`src/rtl/xcf_pkg.sv`:
```
`timescale 1ns / 1ps
`default_nettype none
// ----------------------------------------------------------------------------
// xcf_pkg: shared definitions for the XOR-checked command framer
// Holds the reset value of the start delimiter and the result record that
// travels from the frame sequencer to the output register.
// ----------------------------------------------------------------------------
package xcf_pkg;

	localparam logic [7:0] START_DELIM_RESET = 8'h02;

	typedef struct packed {
		logic [7:0] out_byte;
		logic       frame_end;
		logic       run_last;
	} result_t;

endpackage
`default_nettype wire

```
`src/rtl/xcf_seq.sv`:
```
`timescale 1ns / 1ps
`default_nettype none
// ----------------------------------------------------------------------------
// xcf_seq: input register and frame sequencer
// Holds one input transaction and, while res_ready is high, emits its bytes
// one per cycle, keeping the open-frame state (bytes left, running XOR).
// ----------------------------------------------------------------------------
module xcf_seq (
	input  wire logic             clk,
	input  wire logic             arst_n,
	input  wire logic             in_valid,
	output logic                  in_ready,
	input  wire logic             starts_frame,
	input  wire logic [7:0]       frame_code,
	input  wire logic [15:0]      payload_length,
	input  wire logic [7:0]       data_byte,
	input  wire logic [7:0]       start_delimiter,
	output logic                  res_valid,
	input  wire logic             res_ready,
	output xcf_pkg::result_t      res
);

	localparam logic [2:0] K_DELIM  = 3'd0;
	localparam logic [2:0] K_CODE   = 3'd1;
	localparam logic [2:0] K_LEN_LO = 3'd2;
	localparam logic [2:0] K_LEN_HI = 3'd3;
	localparam logic [2:0] K_DATA   = 3'd4;
	localparam logic [2:0] K_CHECK  = 3'd5;

	logic        valid_s1;
	logic        start_s1;
	logic [7:0]  code_s1;
	logic [15:0] len_s1;
	logic [7:0]  data_s1;

	logic [2:0]  idx_q;
	logic [15:0] bytes_left_q;
	logic [7:0]  running_xor_q;
	logic        frame_open_q;

	logic [2:0]  kind;
	logic        last;
	logic [7:0]  byte_val;
	logic [7:0]  xor_base;
	logic        fire;
	logic        drop;
	logic        item_done;
	logic        len_zero;
	logic        len_one;

	assign len_zero = (len_s1 == 16'd0);
	assign len_one  = (len_s1 == 16'd1);

	always_comb begin
		res_valid = 1'b0;
		kind      = K_DATA;
		last      = 1'b0;
		if (valid_s1) begin
			if (start_s1) begin
				res_valid = 1'b1;
				case (idx_q)
					3'd0: kind = K_DELIM;
					3'd1: kind = K_CODE;
					3'd2: kind = K_LEN_LO;
					3'd3: kind = K_LEN_HI;
					3'd4: begin
						kind = len_zero ? K_CHECK : K_DATA;
						last = !len_one;
					end
					default: begin
						kind = K_CHECK;
						last = 1'b1;
					end
				endcase
			end else if (frame_open_q) begin
				res_valid = 1'b1;
				if (idx_q == 3'd0) begin
					kind = K_DATA;
					last = (bytes_left_q > 16'd1);
				end else begin
					kind = K_CHECK;
					last = 1'b1;
				end
			end
		end
	end

	always_comb begin
		case (kind)
			K_DELIM:  byte_val = start_delimiter;
			K_CODE:   byte_val = code_s1;
			K_LEN_LO: byte_val = len_s1[7:0];
			K_LEN_HI: byte_val = len_s1[15:8];
			K_DATA:   byte_val = data_s1;
			K_CHECK:  byte_val = running_xor_q;
			default:  byte_val = data_s1;
		endcase
	end

	// The checksum restarts with the delimiter of a new frame.
	assign xor_base = (start_s1 && idx_q == 3'd0) ? 8'h00 : running_xor_q;

	assign res.out_byte  = byte_val;
	assign res.frame_end = (kind == K_CHECK);
	assign res.run_last  = last;

	assign fire      = res_valid && res_ready;
	assign drop      = valid_s1 && !start_s1 && !frame_open_q;
	assign item_done = drop || (fire && last);
	assign in_ready  = !valid_s1 || item_done;

	always_ff @(posedge clk or negedge arst_n) begin
		if (!arst_n) begin
			valid_s1 <= 1'b0;
		end else if (in_ready) begin
			valid_s1 <= in_valid;
		end
	end

	always_ff @(posedge clk) begin
		if (in_valid && in_ready) begin
			start_s1 <= starts_frame;
			code_s1  <= frame_code;
			len_s1   <= payload_length;
			data_s1  <= data_byte;
		end
	end

	always_ff @(posedge clk or negedge arst_n) begin
		if (!arst_n) begin
			idx_q         <= 3'd0;
			bytes_left_q  <= 16'd0;
			running_xor_q <= 8'h00;
			frame_open_q  <= 1'b0;
		end else if (fire) begin
			idx_q <= last ? 3'd0 : idx_q + 3'd1;
			if (kind == K_CHECK) begin
				running_xor_q <= 8'h00;
				bytes_left_q  <= 16'd0;
				frame_open_q  <= 1'b0;
			end else begin
				running_xor_q <= xor_base ^ byte_val;
				if (kind == K_DELIM) begin
					frame_open_q <= 1'b1;
				end
				if (kind == K_DATA) begin
					// A start item loads the count; later items count it down.
					bytes_left_q <= start_s1 ? len_s1 - 16'd1 : bytes_left_q - 16'd1;
				end
			end
		end
	end

endmodule
`default_nettype wire

```
`src/rtl/xcf_out_reg.sv`:
```
`timescale 1ns / 1ps
`default_nettype none
// ----------------------------------------------------------------------------
// xcf_out_reg: result register
// Holds one result byte for the serial side and takes the next one in the
// same cycle that the held one is accepted.
// ----------------------------------------------------------------------------
module xcf_out_reg (
	input  wire logic             clk,
	input  wire logic             arst_n,
	input  wire logic             res_valid,
	output logic                  res_ready,
	input  wire xcf_pkg::result_t res,
	output logic                  out_valid,
	input  wire logic             out_ready,
	output logic [7:0]            out_byte,
	output logic                  frame_end,
	output logic                  run_last
);

	logic             out_valid_q;
	xcf_pkg::result_t res_q;

	assign res_ready = !out_valid_q || out_ready;

	always_ff @(posedge clk or negedge arst_n) begin
		if (!arst_n) begin
			out_valid_q <= 1'b0;
		end else if (res_ready) begin
			out_valid_q <= res_valid;
		end
	end

	always_ff @(posedge clk) begin
		if (res_valid && res_ready) begin
			res_q <= res;
		end
	end

	assign out_valid = out_valid_q;
	assign out_byte  = res_q.out_byte;
	assign frame_end = res_q.frame_end;
	assign run_last  = res_q.run_last;

endmodule
`default_nettype wire

```
`src/rtl/xor_checked_command_framer_core.sv`:
```
`timescale 1ns / 1ps
`default_nettype none
// ----------------------------------------------------------------------------
// xor_checked_command_framer_core: serial command frame builder
// Frames are delimiter, code, 16-bit length (low byte first), payload and an
// XOR check byte over all earlier bytes of the frame.
// ----------------------------------------------------------------------------
//   Channel  Handshake               Payload
//   input    in_valid / in_ready     starts_frame, frame_code, payload_length,
//                                    data_byte
//   output   out_valid / out_ready   out_byte, frame_end, run_last
//   config   cfg_wr_en               cfg_wr_data (start delimiter)
//
// A payload transaction emits its data byte, followed by the check byte when
// it closes the frame. A start transaction emits the header bytes and then
// its first data byte, the check byte, or both, by payload length.
// A transaction dropped with no frame open emits no byte.
// Reset clears the open frame and sets the delimiter to 0x02.
// A stall on the output holds the sequencer; the input register keeps one
// transaction and the result register one result byte.
// ----------------------------------------------------------------------------
module xor_checked_command_framer_core (
	input  wire logic        clk,
	input  wire logic        arst_n,
	input  wire logic        in_valid,
	output logic             in_ready,
	input  wire logic        starts_frame,
	input  wire logic [7:0]  frame_code,
	input  wire logic [15:0] payload_length,
	input  wire logic [7:0]  data_byte,
	output logic             out_valid,
	input  wire logic        out_ready,
	output logic [7:0]       out_byte,
	output logic             frame_end,
	output logic             run_last,
	input  wire logic        cfg_wr_en,
	input  wire logic [7:0]  cfg_wr_data
);

	logic [7:0]       start_delimiter_q;
	logic             emit_valid;
	logic             emit_ready;
	xcf_pkg::result_t emit_res;

	always_ff @(posedge clk or negedge arst_n) begin
		if (!arst_n) begin
			start_delimiter_q <= xcf_pkg::START_DELIM_RESET;
		end else if (cfg_wr_en) begin
			start_delimiter_q <= cfg_wr_data;
		end
	end

	xcf_seq u_seq (
		.clk             (clk),
		.arst_n          (arst_n),
		.in_valid        (in_valid),
		.in_ready        (in_ready),
		.starts_frame    (starts_frame),
		.frame_code      (frame_code),
		.payload_length  (payload_length),
		.data_byte       (data_byte),
		.start_delimiter (start_delimiter_q),
		.res_valid       (emit_valid),
		.res_ready       (emit_ready),
		.res             (emit_res)
	);

	xcf_out_reg u_out_reg (
		.clk       (clk),
		.arst_n    (arst_n),
		.res_valid (emit_valid),
		.res_ready (emit_ready),
		.res       (emit_res),
		.out_valid (out_valid),
		.out_ready (out_ready),
		.out_byte  (out_byte),
		.frame_end (frame_end),
		.run_last  (run_last)
	);

	// A byte waiting on a full result register must still be offered next cycle.
	a_emit_holds: assert property (@(posedge clk) disable iff (!arst_n)
		emit_valid && !emit_ready |=> emit_valid)
		else $error("sequencer withdrew a stalled byte");

	// The check byte always closes the transaction that caused it.
	a_end_is_last: assert property (@(posedge clk) disable iff (!arst_n)
		out_valid && frame_end |-> run_last)
		else $error("check byte not marked as last of its transaction");

	// With nothing offered, an accepted result leaves the register empty.
	a_out_drains: assert property (@(posedge clk) disable iff (!arst_n)
		out_valid && out_ready && !emit_valid |=> !out_valid)
		else $error("result register kept a stale byte");

endmodule
`default_nettype wire
```
`config.mk`:
```
export PLATFORM = sky130hd
export DESIGN_NAME = xor_checked_command_framer_core
export DESIGN_NICKNAME = d
export VERILOG_FILES = /design/src/rtl/xcf_pkg.sv /design/src/rtl/xcf_seq.sv /design/src/rtl/xcf_out_reg.sv /design/src/rtl/xor_checked_command_framer_core.sv
export SDC_FILE = /design/constraint.sdc
export NUM_CORES = 1
export LEC_CHECK = 0
export BUFFER_PORTS_ARGS = -buffer_cell sky130_fd_sc_hd__buf_2
export CORE_MARGIN = 3
export CORE_UTILIZATION = 25
export CTS_CLUSTER_DIAMETER = 200
export DETAILED_ROUTE_END_ITERATION = 7
export HOLD_SLACK_MARGIN = 0.03
export PLACE_DENSITY_LB_ADDON = 0.08
export SLEW_MARGIN = 5
export SYNTH_ARGS = -nofsm -noshare
export SYNTH_HDL_FRONTEND = slang
export SYNTH_HIERARCHICAL = 1
export SYNTH_SLANG_ARGS = --single-unit
export TNS_END_PERCENT = 20
```
`constraint.sdc`:
```
create_clock -name clk -period 3.2 [get_ports clk]
set_input_delay 0.64 -clock clk [delete_from_list [all_inputs] [get_ports clk]]
set_output_delay 0.64 -clock clk [all_outputs]
set_load 0.01 [all_outputs]
```
* After elaboration in Yosys (flattened, before gate mapping)
Index checks and enable logic that the tools add are counted.
Word-level totals: bits in registers 81, bits of input ports 46, output and inout bits 12, logic and storage cells 74
Cells by class: add/subtract/negate cells 3, $lt $le $gt $ge 1, equality and inequality tests 10, muxes and demuxes 23, bitwise logic cells 1, reduce and logical (&&, ||, !) cells 22
Operator list (count):
- $mux W16 | 3
- $pmux W8 S5 | 1
- $sub A16 B1 Y16 const B | 2
- $eq A16 B1 Y1 const B | 1
- $gt A16 B1 Y1 const B | 1
- $logic_not A16 Y1 | 1
- $mux W8 | 2
- $pmux W3 S5 | 1
- $eq A3 B2 Y1 const B | 4
- $mux W3 | 4
- $mux W1 | 11
- $eq A3 B3 Y1 const B | 3
- $xor A8 B8 Y8 | 1
- $eq A3 B1 Y1 const B | 2
- $logic_and A1 B1 Y1 | 6
- $logic_not A3 Y1 | 2
- $logic_not A1 Y1 | 5
- $reduce_and A2 Y1 | 2
- $reduce_bool A2 Y1 | 2
- $reduce_or A4 Y1 | 1
- $add A3 B1 Y3 const B | 1
- $logic_or A1 B1 Y1 | 3
- $pmux W1 S2 | 1

* Longest topological paths before layout
Gate-level depths: netlist (run 1).
word-level depth 9, gate-level depth with buffers 13, mapped depth without buffers 10

* Cells and area by module
The synthesis (run 1) kept the hierarchy.
By module, submodules not included:
- xcf_seq | times used 1, cells an instance 383, area an instance 3714.8 um^2
- xcf_out_reg | times used 1, cells an instance 14, area an instance 354.1 um^2
- xor_checked_command_framer_core | times used 1, cells an instance 17, area an instance 332.8 um^2

* Least setup slack after synthesis (run 1)
No wires, ideal clock.
path type flip-flop to flip-flop, from register u_seq.len_s1[8], to register u_seq.code_s1[0] (enable), arrival time 2796 ps, path slack -5 ps, cell stages (with the launch flop) 8, path buffers 0, period minus slack after synthesis 3205 ps, cells stage by stage edfxtp_1 > or4_4 > or4_4 > nor2_1 > a21oi_1 > o21ai_0 > o21ai_0 > and2_1
Between the ends: cells in the longest elaborated chain, start to end 9
RTL lines:
- start, declared | line xcf_seq.sv:33 | logic [15:0] len_s1;
- start signal, assigned | line xcf_seq.sv:124 | len_s1 <= payload_length;
- $eq A16 B1 Y1 | line xcf_seq.sv:52 | assign len_one = (len_s1 == 16'd1);
- $logic_not A1 Y1 | line xcf_seq.sv:68 | last = !len_one;
- $pmux W1 S2 | line xcf_seq.sv:61 | case (idx_q)
- $mux W1 | line xcf_seq.sv:59 | if (start_s1) begin
- $mux W1 | line xcf_seq.sv:58 | if (valid_s1) begin
- $logic_and A1 B1 Y1 | line xcf_seq.sv:109 | assign item_done = drop || (fire && last);
- $logic_or A1 B1 Y1 | line xcf_seq.sv:109
- $logic_or A1 B1 Y1 | line xcf_seq.sv:110 | assign in_ready = !valid_s1 || item_done;
- net in_ready | line xor_checked_command_framer_core.sv:26 | output logic in_ready,
- $logic_and A1 B1 Y1 | line xcf_seq.sv:121 | if (in_valid && in_ready) begin
- end signal, assigned | line xcf_seq.sv:123 | code_s1 <= frame_code;
- end, declared | line xcf_seq.sv:32 | logic [7:0] code_s1;
The timed path passes the listed nets, and every way through them passes these cells. A chain may end at the register's enable or synchronous reset.

==> flow_summary.json, run 1 <==
{
  "arrival_ps": 3390,
  "placed_cell_area_um2": 5040,
  "final_cell_area_um2": 5460,
  "io_buffer_count": 57,
  "firstDrtPassIters": 4,
  "dieArea_um2": 19200,
  "pin_count": 58,
  "gp_congestion": 0.772,
  "grt_util_all_layers_pct": 13.7,
  "dp_hpwl_um": 9280,
  "ant_nets": 0,
  "clk_latency_ps": 350,
  "crit_slowest_cell": "or4_4",
  "avgSynthCellArea_um2": 10.6,
  "wl_per_cell_um": 17.9,
  "h-tree-depth": 3,
  "cp.required_ps": 3440,
  "grt_overflow": 0,
  "hold_viol": 0,
  "p_int_mw": 3.23,
  "syn_area_um2": 4400,
  "grt_pass1_vias": 3422,
  "utilization_pct": 32.4,
  "yosysUniqueCellTypes": 56,
  "area_growth_pct": 24.1,
  "skew_ps": 8.34,
  "routed_wl_um": 12900,
  "multi_input_area_um2": 2030,
  "slowest_delay_ps": 570,
  "vias_per_cell": 4.86,
  "die_x_um": 139,
  "yosys.area.top_type": "edfxtp_1",
  "fin_crit_sh_pct": 98.6,
  "p_leak_nw": 2.13,
  "rows": 47,
  "setup_viol": 0,
  "grt_pass1_wl_um": 20300,
  "timing.setup.tns_ps": 0,
  "power_mw": 5.34,
  "syn_nets": 470,
  "period_minus_slack_ps": 3150,
  "regArea_um2": 2240,
  "start_util_pct": 26.1,
  "cts_tree": "yes",
  "final_nets": 551,
  "min_path_type": "in -> reg",
  "post-place-ws_ps": 17.8,
  "die_y_um": 139,
  "vias": 3497,
  "place_inst": 695,
  "synth_top_area_share_pct": 29.3,
  "layoutNonFillerInstCount": 720,
  "drtIter0Drc": 215,
  "p_seq_share_pct": 33.0,
  "maxCapViolations": 0,
  "vdd.ir_drop.worst_mv": 0.287,
  "path_class": "reg -> reg",
  "power_density_nw_per_um2": 977,
  "cpMostUsedCell": "or4_4",
  "grt_max_degree": 39,
  "nFillCells": 1725,
  "cts-root-buf": "clkbuf_16",
  "cts.clk_slew.worst_paths_ps": 70,
  "seq_area_frac_synth_pct": 51.0,
  "path_cells": "or4_4 -> or4_4 -> o31a_4 -> buf_4 -> o21ai_0 -> a21oi_1 -> o32a_1 -> xnor2_1 -> o21ai_1",
  "layout-drive-gt1-share_pct": 25.4,
  "switchingPower_mw": 2.11,
  "num_antenna_cells": 0,
  "synth_seq_cells": 81,
  "status": "finished, final reports clean",
  "rsz0062_at_grt": "yes",
  "synth_edf_count": 43,
  "cts_buffer_depth": 2,
  "ys_warn_count": 6,
  "async_flop_share_pct": 46.9,
  "clock-sinks": 81,
  "startpoint_type": "flip-flop",
  "synth_ff_type": "edfxtp_1",
  "cp_max_fo": 9,
  "slew_headroom_pct": 32.3,
  "layout_setup_ws_ps": 45.6,
  "slew_viol_final": 0,
  "worst_hold_slack_ps": 458,
  "tightest_slew_ps": 1020,
  "synth_area_leaders": "edfxtp_1, dfrtp_1, a21oi_1",
  "fmax_mhz": 317,
  "drc": 0,
  "cts_buffers": 9,
  "core_area_um2": 16900,
  "antenna_found_initial": 0,
  "p_comb_share_pct": 45.8,
  "switching_share_pct": 39.5,
  "end_kind": "flip-flop",
  "syn-instance-count": 414,
  "p_clk_share_pct": 21.2
}
-- final cells by class --
| class | instances | area share [%] |
|---|---|---|
| multi-input combinational | 297 | 37.1 |
| inverter | 19 | 1.31 |
| tap | 220 | 5.04 |
| timing repair buffer | 87 | 9.62 |
| clock inverter | 7 | 1.70 |
| clock buffer | 9 | 4.12 |
| sequential | 81 | 41.1 |
-- sequential cells by signal (all words and copies together), names as in the netlist --
signal / count
u_seq/bytes_left_q: 16
u_seq/len_s1: 16
start_delimiter_q: 8
u_out_reg/out_byte: 8
u_seq/code_s1: 8
u_seq/data_s1: 8
u_seq/running_xor_q: 8
u_seq/idx_q: 3
u_out_reg/frame_end: 1
u_out_reg/out_valid: 1
u_out_reg/run_last: 1
u_seq/frame_open_q: 1
u_seq/start_s1: 1
u_seq/valid_s1: 1
-- routing by layer --
metal,track usage (%),routed length [um],up-vias
li1,-,-,1716
met4,5.10,197,0
met3,2.52,499,12
met1,20.5,6490,1703
met5,0,0,-
met2,19.5,5680,66
-- cells by family (layout without fill, tap and decap cells) --
kind of cell / Yosys count / in the layout / share of synthesized area, %
and+or+nand+nor: 133 / 133 / 16.2
AOI/OAI and AO/OA: 121 / 121 / 18.6
DFF: 81 / 81 / 51.0
buffers and inverters: 36 / 122 / 3.52
xor gates and xnor gates: 22 / 22 / 4.38
muxes: 11 / 11 / 3.41
adders and majority gates: 10 / 10 / 2.84
-- path summary, 6_finish.rpt --
| check | startpoint | to | slack [ps] | cells past startpoint |
|---|---|---|---|---|
| max | u_seq/len_s1[9] | u_seq/running_xor_q[3] | 50 | 9 |
| min | data_byte[5] | u_seq/data_s1[5] | 460 | 1 |
| max reg2reg | u_seq/len_s1[9] | u_seq/running_xor_q[3] | 50 | 9 |
| min reg2reg | u_seq/running_xor_q[2] | u_seq/running_xor_q[2] | 500 | 2 |
| max in group asynchronous | arst_n | u_seq/running_xor_q[7] | 2110 | 1 |
| min in group asynchronous | arst_n | u_seq/bytes_left_q[10] | 470 | 1 |
-- synth_stat cells (5+ instances only) --
| cell type | count |
|---|---|
| edfxtp_1 | 43 |
| dfrtp_1 | 37 |
| a21oi_1 | 34 |
| nor2_1 | 28 |
| nor3_1 | 26 |
| o21ai_0 | 25 |
| nand2_1 | 20 |
| inv_1 | 19 |
| xnor2_1 | 19 |
| nand3_1 | 17 |
| clkbuf_1 | 13 |
| a22o_1 | 10 |
| ha_1 | 10 |
| mux2_4 | 8 |
| o21ai_1 | 8 |
| o22ai_1 | 8 |
| or3_1 | 8 |
| nand2b_1 | 7 |
| o32a_1 | 7 |
| a221o_1 | 5 |
| nor4_1 | 5 |
-- critical path: cells and delay by family, from the launching register on --
kind / cells / cell delay (ps)
xor gates and xnor gates: 1 / 180
AOI/OAI and AO/OA: 5 / 1190
DFF: 1 / 380
and+or+nand+nor: 2 / 1130
buffers and inverters: 1 / 160
-- power by group through the flow --
| stage | Combinational, mW | Clock [mW] | Sequential (mW) |
|---|---|---|---|
| floorplan | 1.62 | 0 | 1.75 |
| global placement | 2.33 | 0 | 1.79 |
| detailed placement | 2.34 | 0 | 1.78 |
| CTS | 2.36 | 1.17 | 1.77 |
| global route | 2.72 | 1.21 | 1.81 |
| finish | 2.45 | 1.13 | 1.76 |
-- placed cells by master (no fill, tap or decap), drive strengths merged, types with 3 or more instances in the layout --
cell type,Yosys,final
buf,4,87
edfxtp,43,43
dfrtp,37,37
a21oi,34,34
o21ai,33,33
nor2,29,29
nor3,27,27
inv,19,21
nand2,20,20
xnor2,19,19
nand3,17,17
a22o,10,10
ha,10,10
clkbuf,13,9
mux2,8,8
o22ai,8,8
or3,8,8
nand2b,8,8
o32a,7,7
or4,6,6
nor4,5,5
a221o,5,5
a31oi,4,4
o21a,3,3
o211ai,3,3
mux2i,3,3
xor2,3,3
o31ai,3,3
and2,3,3
-- timing repair --
action	4_1_cts	5_1_grt
endpoints found under the setup margin	2	4
cloned	0	0
pin swaps	0	8
hold buffers	0	0
gates resized for setup	3	7
hold endpoints to repair	0	0
buffers inserted	0	9
No activity file was read; power rests on OpenSTA's default activity.
==> run 2, diff against run 1 <==
--- a/config.mk
+++ b/config.mk
@@ -7,7 +7,7 @@
 export LEC_CHECK = 0
 export BUFFER_PORTS_ARGS = -buffer_cell sky130_fd_sc_hd__buf_2
 export CORE_MARGIN = 3
-export CORE_UTILIZATION = 25
+export CORE_UTILIZATION = 45
 export CTS_CLUSTER_DIAMETER = 200
 export DETAILED_ROUTE_END_ITERATION = 7
 export HOLD_SLACK_MARGIN = 0.03
==> flow_summary.json, run 2 (same netlist as run 1, synthesis figures left out) <==
{
  "status": "finished, final reports clean",
  "min_path_type": "in -> async",
  "cp_max_fo": 5,
  "skew_ps": 14.1,
  "die_y_um": 105,
  "maxCapViolations": 0,
  "grt_pass1_vias": 3231,
  "timing.setup.tns_ps": 0,
  "grt_overflow": 0,
  "vdd.ir_drop.worst_mv": 0.302,
  "grt_util_all_layers_pct": 19.8,
  "vias_per_cell": 5.57,
  "path_class": "reg -> out",
  "cts_tree": "yes",
  "cts_setup_buffers": 0,
  "rsz0062_at_grt": "no",
  "rows": 35,
  "power_density_nw_per_um2": 929,
  "core_area_um2": 9370,
  "pin_count": 58,
  "grt_pass1_wl_um": 17300,
  "drc": 0,
  "p_int_mw": 2.73,
  "switchingPower_mw": 1.98,
  "startpoint_type": "flip-flop",
  "drtIter0Drc": 185,
  "layout_setup_ws_ps": 104,
  "reg_top3": "u_seq/bytes_left_q: 16 flops, u_seq/len_s1: 16 flops",
  "start_util_pct": 47.0,
  "cts.clk_slew.worst_paths_ps": 100,
  "use_met2_pct": 29.0,
  "p_seq_share_pct": 37.6,
  "fmax_mhz": 323,
  "top_usage_layer": "met1",
  "wl_per_cell_um": 17.3,
  "hold_viol": 0,
  "clock-sinks": 81,
  "p_comb_share_pct": 47.3,
  "routed_wl_um": 10600,
  "io_buffer_count": 57,
  "grt_max_degree": 39,
  "tightest_slew_ps": 979,
  "clk_latency_ps": 370,
  "layout_common_cells": "buf_2, edfxtp_1, dfrtp_1, a21oi_1, nor2_1",
  "slew_headroom_pct": 34.4,
  "final_nets": 537,
  "utilization_pct": 54.2,
  "met3_usage_pct": 3.21,
  "end_kind": "primary output",
  "firstDrtPassIters": 5,
  "slew_viol_final": 0,
  "period_minus_slack_ps": 3100,
  "post-place-ws_ps": 83.6,
  "gp_congestion": 0.888,
  "vias": 3423,
  "p_clk_share_pct": 15.2,
  "h-tree-depth": 3,
  "reg2reg_slack_ps": 130,
  "area_growth_pct": 15.3,
  "die_x_um": 105,
  "cts_buffers": 9,
  "dieArea_um2": 11000,
  "layout-drive-gt1-share_pct": 23.5,
  "num_antenna_cells": 0,
  "arrival_ps": 2460,
  "ant_nets": 0,
  "p_leak_nw": 1.97,
  "worst_hold_slack_ps": 408,
  "dp_hpwl_um": 7640,
  "gr-usage-met1_pct": 30.0,
  "cts-root-buf": "clkbuf_8",
  "fin_crit_sh_pct": 96.8,
  "setup_viol": 0,
  "cts_buffer_depth": 2,
  "layout_commonest_cell": "buf_2",
  "cp.required_ps": 2560,
  "switching_share_pct": 42.1,
  "antenna_found_initial": 0,
  "r2r_cells": 8
}
-- run 2: worst max-delay path, stage by stage (launching register included) --
cell and delay (ps):
edfxtp_1 390, or4_4 570, or4_4 490, nor2_2 130, a21oi_1 90, o21ai_2 160
o21ai_1 100, buf_2 150
-- run 2: area by class of cell --
type	count	area, um^2
fillers	908	4300
flip-flops and latches	81	2240
multi-input cells	297	2020
repair buffers	73	405
well taps	129	161
clock buffers	10	128
inverters	19	71.3
clock inverters	6	51.3
-- run 2: per-stage QoR --
step	area (um^2)	instances	total power, mW
2_1_floorplan	4400	414	3.37
3_3_place_gp	4890	599	3.96
3_5_place_dp	4890	599	4.00
4_1_cts	5070	615	4.72
5_1_grt	5080	615	5.07
6_report	5080	615	4.72
-- run 2: path summary, 6_finish.rpt --
| check | from | endpoint |
|---|---|---|
| min in group clk | payload_length[12] | u_seq/len_s1[12] |
| setup reg to reg | u_seq/len_s1[8] | u_seq/running_xor_q[2] |
| hold / removal | arst_n | u_seq/bytes_left_q[12] |
| setup / recovery | u_seq/len_s1[8] | in_ready |
| max in group asynchronous | arst_n | u_seq/running_xor_q[7] |
| hold reg to reg | u_seq/running_xor_q[2] | u_seq/running_xor_q[2] |
-- run 2: timing repair --
action                                  in CTS  in global routing
gates resized for setup                      3                  3
pin swaps                                    1                  1
hold buffers                                 0                  0
cloned                                       0                  0
endpoints found under the setup margin       1                  3
-- run 2: routing by layer --
layer / wire length [um] / share of wire [%]
met1: 5140 / 48
met4: 153 / 1.4
met2: 4890 / 46
met3: 437 / 4.1
met5: 0 / 0
-- run 2: power groups by stage --
stage               registers [mW]  logic, mW  clock network, mW
global placement              1.79       2.18                  0
finish                        1.77       2.23              0.716
detailed placement            1.79       2.21                  0
floorplan                     1.75       1.62                  0
CTS                           1.77       2.22              0.732
global route                  1.82       2.48              0.767
